<file path="config.mk">
export PLATFORM = sky130hd
export DESIGN_NAME = rmq_queue
export DESIGN_NICKNAME = d
export VERILOG_FILES = /design/src/hdl/assert_macros.svh /design/src/hdl/rmq_pkg.sv /design/src/hdl/rmq_queue.sv
export SDC_FILE = /design/constraint.sdc
export NUM_CORES = 1
export LEC_CHECK = 0
export ABC_AREA = 1
export BUFFER_PORTS_ARGS = -buffer_cell sky130_fd_sc_hd__buf_2
export CAP_MARGIN = 20
export CORE_ASPECT_RATIO = 0.8
export CORE_MARGIN = 3
export CORE_UTILIZATION = 50
export CTS_CLUSTER_DIAMETER = 200
export DETAILED_ROUTE_END_ITERATION = 8
export PLACE_DENSITY_LB_ADDON = 0.2
export SETUP_SLACK_MARGIN = 0.15
export SLEW_MARGIN = 0
export SYNTH_ARGS = -nofsm -noshare
export SYNTH_HDL_FRONTEND = slang
export SYNTH_SLANG_ARGS = --single-unit
</file>
<file path="constraint.sdc">
create_clock -name clock -period 1.9 [get_ports clock]
set_input_delay 0.38 -clock clock [delete_from_list [all_inputs] [get_ports clock]]
set_output_delay 0.38 -clock clock [all_outputs]
set_load 0.02 [all_outputs]
</file>
<file path="src/hdl/assert_macros.svh">
// Assertion macros for the RTL files of the quaternion converter.
// Depends on nothing; included by rmq_back, which checks its own logic.
`ifndef ASSERT_MACROS_SVH
`define ASSERT_MACROS_SVH

// A property that must hold at every rising edge outside reset.
`define RMQ_ASSERT(lbl, clk, rst, prop) \
   lbl: assert property (@(posedge clk) disable iff (rst) (prop)) \
      else $error("assertion failed");

// When the antecedent holds, the consequent must hold in the next cycle.
`define RMQ_ASSERT_NEXT(lbl, clk, rst, ante, cons) \
   lbl: assert property (@(posedge clk) disable iff (rst) (ante) |=> (cons)) \
      else $error("assertion failed");

`endif

</file>
<file path="src/hdl/rmq_pkg.sv">
// Shared constants and types of the rotation matrix to quaternion converter.
// Depends on nothing; used by every module of the block.
package rmq_pkg;

   localparam int DATA_WIDTH_DEF = 24;
   localparam int FRAC_BITS_DEF  = 16;
   localparam int QUEUE_DEPTH    = 4;

   // Branch codes as they appear on the result port.
   typedef enum logic [1:0] {
      BR_W = 2'd0,
      BR_X = 2'd1,
      BR_Y = 2'd2,
      BR_Z = 2'd3
   } branch_type;

   function automatic int max2(input int a, input int b);
      return (a > b) ? a : b;
   endfunction

   // Signed width that holds the trace, the constant one and any radicand.
   function automatic int rad_sw(input int dw, input int fb);
      return max2(dw, fb + 1) + 3;
   endfunction

   // Number of root bits produced for a radicand scaled by 2^fb.
   function automatic int root_w(input int dw, input int fb);
      return (rad_sw(dw, fb) - 1 + fb + 1) / 2;
   endfunction

endpackage

</file>
<file path="src/hdl/rmq_queue.sv">
// Short first-in first-out queue between the front end and the back end.
// Depends on rmq_pkg for its depth.
module rmq_queue #(
   parameter int WIDTH = 8,
   parameter int DEPTH = rmq_pkg::QUEUE_DEPTH,
   localparam int AW   = (DEPTH > 1) ? $clog2(DEPTH) : 1,
   localparam int CW   = $clog2(DEPTH + 1)
) (
   input  logic             clock,
   input  logic             reset,
   input  logic             push_valid,
   output logic             push_ready,
   input  logic [WIDTH-1:0] push_data,
   output logic             pop_valid,
   input  logic             pop_ready,
   output logic [WIDTH-1:0] pop_data
);

   logic [WIDTH-1:0] mem_ff [DEPTH];
   logic [AW-1:0]    wr_ptr_ff, wr_ptr_in, rd_ptr_ff, rd_ptr_in;
   logic [CW-1:0]    count_ff, count_in;
   logic             push, pop;

   assign push_ready = (count_ff != CW'(DEPTH));
   assign pop_valid  = (count_ff != '0);
   assign push       = push_valid && push_ready;
   assign pop        = pop_valid && pop_ready;
   assign pop_data   = mem_ff[rd_ptr_ff];

   always_comb begin
      wr_ptr_in = wr_ptr_ff;
      rd_ptr_in = rd_ptr_ff;
      if (push) wr_ptr_in = (wr_ptr_ff == AW'(DEPTH - 1)) ? '0 : wr_ptr_ff + 1'b1;
      if (pop)  rd_ptr_in = (rd_ptr_ff == AW'(DEPTH - 1)) ? '0 : rd_ptr_ff + 1'b1;
      count_in = count_ff + CW'(push) - CW'(pop);
   end

   always_ff @(posedge clock) begin
      if (reset) begin
         wr_ptr_ff <= '0;
         rd_ptr_ff <= '0;
         count_ff  <= '0;
      end else begin
         wr_ptr_ff <= wr_ptr_in;
         rd_ptr_ff <= rd_ptr_in;
         count_ff  <= count_in;
      end
   end

   always_ff @(posedge clock) begin
      if (push) mem_ff[wr_ptr_ff] <= push_data;
   end

endmodule

</file>
==> results_dict.tcl <==
set metrics [dict create \
    holdPathStages 2 \
    cts_buffer_depth 2 \
    ios 22 \
    avgSynthCellArea_um2 12.28 \
    synth_area_leader_cell "edfxtp_1" \
    viasPerCell 5.028 \
    setup_viol_count_final 0 \
    outcome "complete, no violations" \
    io_buffer_count 21 \
    syn2layout_area_growth_pct 24.34 \
    r2r_start "count_ff[0]$_SDFF_PP0_" \
    die_height_um 58.26 \
    r2r_slack_ns 0.12 \
    seqCellArea_um2 1157 \
    clk-insertion-delay-late_ns 0.29 \
    grt_pass1_wl_mm 5.230 \
    grt_pass1_vias 1068 \
    crit_buf_inv 2 \
    ctsHoldBuffers 0 \
    clock-root-buffer "clkbuf_8" \
    gp_congestion 0.7077 \
    ys_ff_latch 41 \
    arrival_ns 1.97 \
    worst_pin_slew_ns 0.2409 \
    pwr_density_cell_nw_per_um2 1458 \
    yosysUniqueCellTypes 21 \
    critical_path_peak_fanout 3 \
    tns_ns 0 \
    crit_type "reg2reg" \
    fin_crit_sh 0.9390 \
    multi_input_area_um2 534.3 \
    hold_class "in2reg" \
    cts.sinks 41 \
    cts_tree "yes" \
    period_minus_slack_ns 1.784 \
    worstRegToRegCells 9 \
    wl_mm 3.204 \
    cp.required_ns 2.09 \
    power.total_mw 3.094 \
    netlist_instances 139 \
    hp-start "reset" \
    layout.nets 197 \
    drc 0 \
    crit_chain "nor2_4 -> nand2_4 -> nand2_8 -> ha_4 -> inv_2 -> ha_4 -> inv_2 -> fa_2 -> nor2_1" \
    placed_cell_area_um2 1899 \
    skew_ns 0.002154 \
    fmax_mhz 560.5 \
    synthTopCellsByArea "edfxtp_1 56%, dfxtp_1 11%, nor2_1 6.8%, ha_1 5.1%, o21ai_0 3.5%" \
    antenna_found_initial 0 \
    maxCapViolations 0 \
    clk_pin_slew_ns 0.07 \
    syn_nets 159 \
    drt-pass1-iter-count 4 \
    startpoint_type "register" \
    seq_area_frac_synth 0.6686 \
    rsz0062_at_grt "true" \
    leakagePower_nw 0.8420 \
    grt-ovfl-total 0 \
    yosys_warnings 0 \
    grt_start_max_net_pins 17 \
    cp-end-kind "register" \
    n_fill_cell 237 \
    min_to "count_ff[1]$_SDFF_PP0_" \
    report.final.slew_viol_count 0 \
    critPathTopFamily "adder cells" \
    grt_use_total 0.1758 \
    crit_slowest_cell "fa_2" \
    r2r_end "count_ff[1]$_SDFF_PP0_" \
    synth_top_area_share 0.5630 \
    slew-limit-headroom 0.8382 \
    netlist_area_um2 1707 \
    hold_viol 0 \
    fp.dieW_um 71.32 \
    dr_total_vias 1096 \
    first_iter_violations 78 \
    rows 18 \
    initial_core_util 0.5374 \
    wl_per_cell_um 14.70 \
    final_util 0.6682 \
    ctsHtreeMaxLevel 2 \
    ir_worst_vdd_mv 0.8719 \
    cts_buffers 5 \
    coreArea_um2 3176 \
    critPathMaxStageDelay_ns 0.52 \
    dp.final_hpwl_mm 2.151 \
    fin_area_um2 2122 \
    die_area_um2 4155 \
    diodes 0 \
    drive_gt1_frac 0.3596 \
    postRouteAntennaNets 0 \
]
==> power breakdown <==
group | internal (mW) | total, mW | switching, mW
sequential | 1.14 | 1.24 | 0.108
combinational | 0.465 | 1.14 | 0.679
clock | 0.428 | 0.707 | 0.279
total | 2.03 | 3.09 | 1.07
==> routing by layer <==
layer | track usage | vias up | wire [um]
li1 | - | 555 | -
met1 | 0.2153 | 521 | 1469
met2 | 0.2866 | 16 | 1566
met3 | 0.06239 | 4 | 116
met4 | 0.06971 | 0 | 52
met5 | 0 | - | 0
==> layout by cell type, fill, tap and decap left out, types with 2 or more instances in the layout <==
master and count:
dfxtp_1 4, nand3b_1 2, o21ai_0 12, nor2_1 31
edfxtp_1 32, buf_2 18, nand2_1 8, inv_2 5
dfxtp_4 4, buf_4 14, inv_1 8, o22ai_1 8
o21ai_2 4, clkbuf_8 6, ha_1 5, ha_4 2
==> timing repair <==
action,CTS,global route
gates cloned,0,0
endpoints found under the setup margin,10,6
pin swaps,8,6
resized for setup,17,5
setup buffers,4,2
hold endpoints to repair,0,0
==> state kept, by name (all words and copies together), names as in the netlist, named ones only <==
register,flops
mem_ff,32
count_ff,3
rd_ptr_ff,2
wr_ptr_ff,2
==> logic make-up (layout without fill, tap and decap cells) <==
kind of cell / Yosys count / count (layout) / share of synthesized area
AO/OA/AOI/OAI: 26 / 26 / 0.09457
buffers and inverters: 16 / 55 / 0.04399
flip-flops: 41 / 41 / 0.6686
XOR/XNOR: 1 / 1 / 0.005133
AND/OR/NAND/NOR: 47 / 47 / 0.1246
adder cells (fa/ha/maj): 8 / 8 / 0.06305
==> worst reg2reg max path: cells and delay by family, from the launching register on <==
kind / cells / cell delay [ns]
flip-flops: 1 / 0.35
adder cells (fa/ha/maj): 3 / 0.83
AND/OR/NAND/NOR: 4 / 0.41
buffers and inverters: 2 / 0.09
==> cells in the mapped netlist <==
cell      number
nor2_4         1
nand3_1        1
inv_2          2
edfxtp_1      32
o22ai_1        8
inv_1         12
o21ai_2        4
nand2_4        2
dfxtp_1        9
nor2_2         1
o21ai_0       12
a21oi_1        1
nand3b_1       2
a21boi_2       1
xnor2_1        1
ha_1           7
buf_6          2
nor2_1        31
nand2_1        8
or2_2          1
fa_1           1
==> layout make-up <==
type | instances | share of cell area
flip-flops and latches | 41 | 0.5454
multi-input cells | 82 | 0.2518
repair buffers | 33 | 0.09729
clock buffers | 7 | 0.04068
inverters | 14 | 0.02712
well taps | 40 | 0.02358
clock inverters | 1 | 0.01415
==> through the flow <==
stage / worst slack, ns / hold slack, ns / std cells
2_1_floorplan: 0.1648 / 0.4393 / 139
3_3_place_gp: 0.09995 / 0.5066 / 204
3_5_place_dp: 0.01809 / 0.5001 / 204
4_1_cts: 0.1300 / 0.2510 / 216
5_1_grt: 0.04562 / 0.2524 / 218
6_report: 0.1159 / 0.2541 / 218
==> worst max-delay path by stage <==
stage                             endpoint                    from  cells after the start  slack, ns
floorplan           count_ff[2]$_SDFF_PP0_  count_ff[0]$_SDFF_PP0_                     12       0.16
finish              count_ff[1]$_SDFF_PP0_  count_ff[0]$_SDFF_PP0_                      9       0.12
CTS                 count_ff[1]$_SDFF_PP0_  count_ff[1]$_SDFF_PP0_                      9       0.13
detailed placement  count_ff[2]$_SDFF_PP0_               pop_ready                     11       0.02
global route        count_ff[2]$_SDFF_PP0_  count_ff[0]$_SDFF_PP0_                     12       0.05
global placement    count_ff[2]$_SDFF_PP0_               pop_ready                     11        0.1
Note: power is estimated with default switching activity, not from simulation.
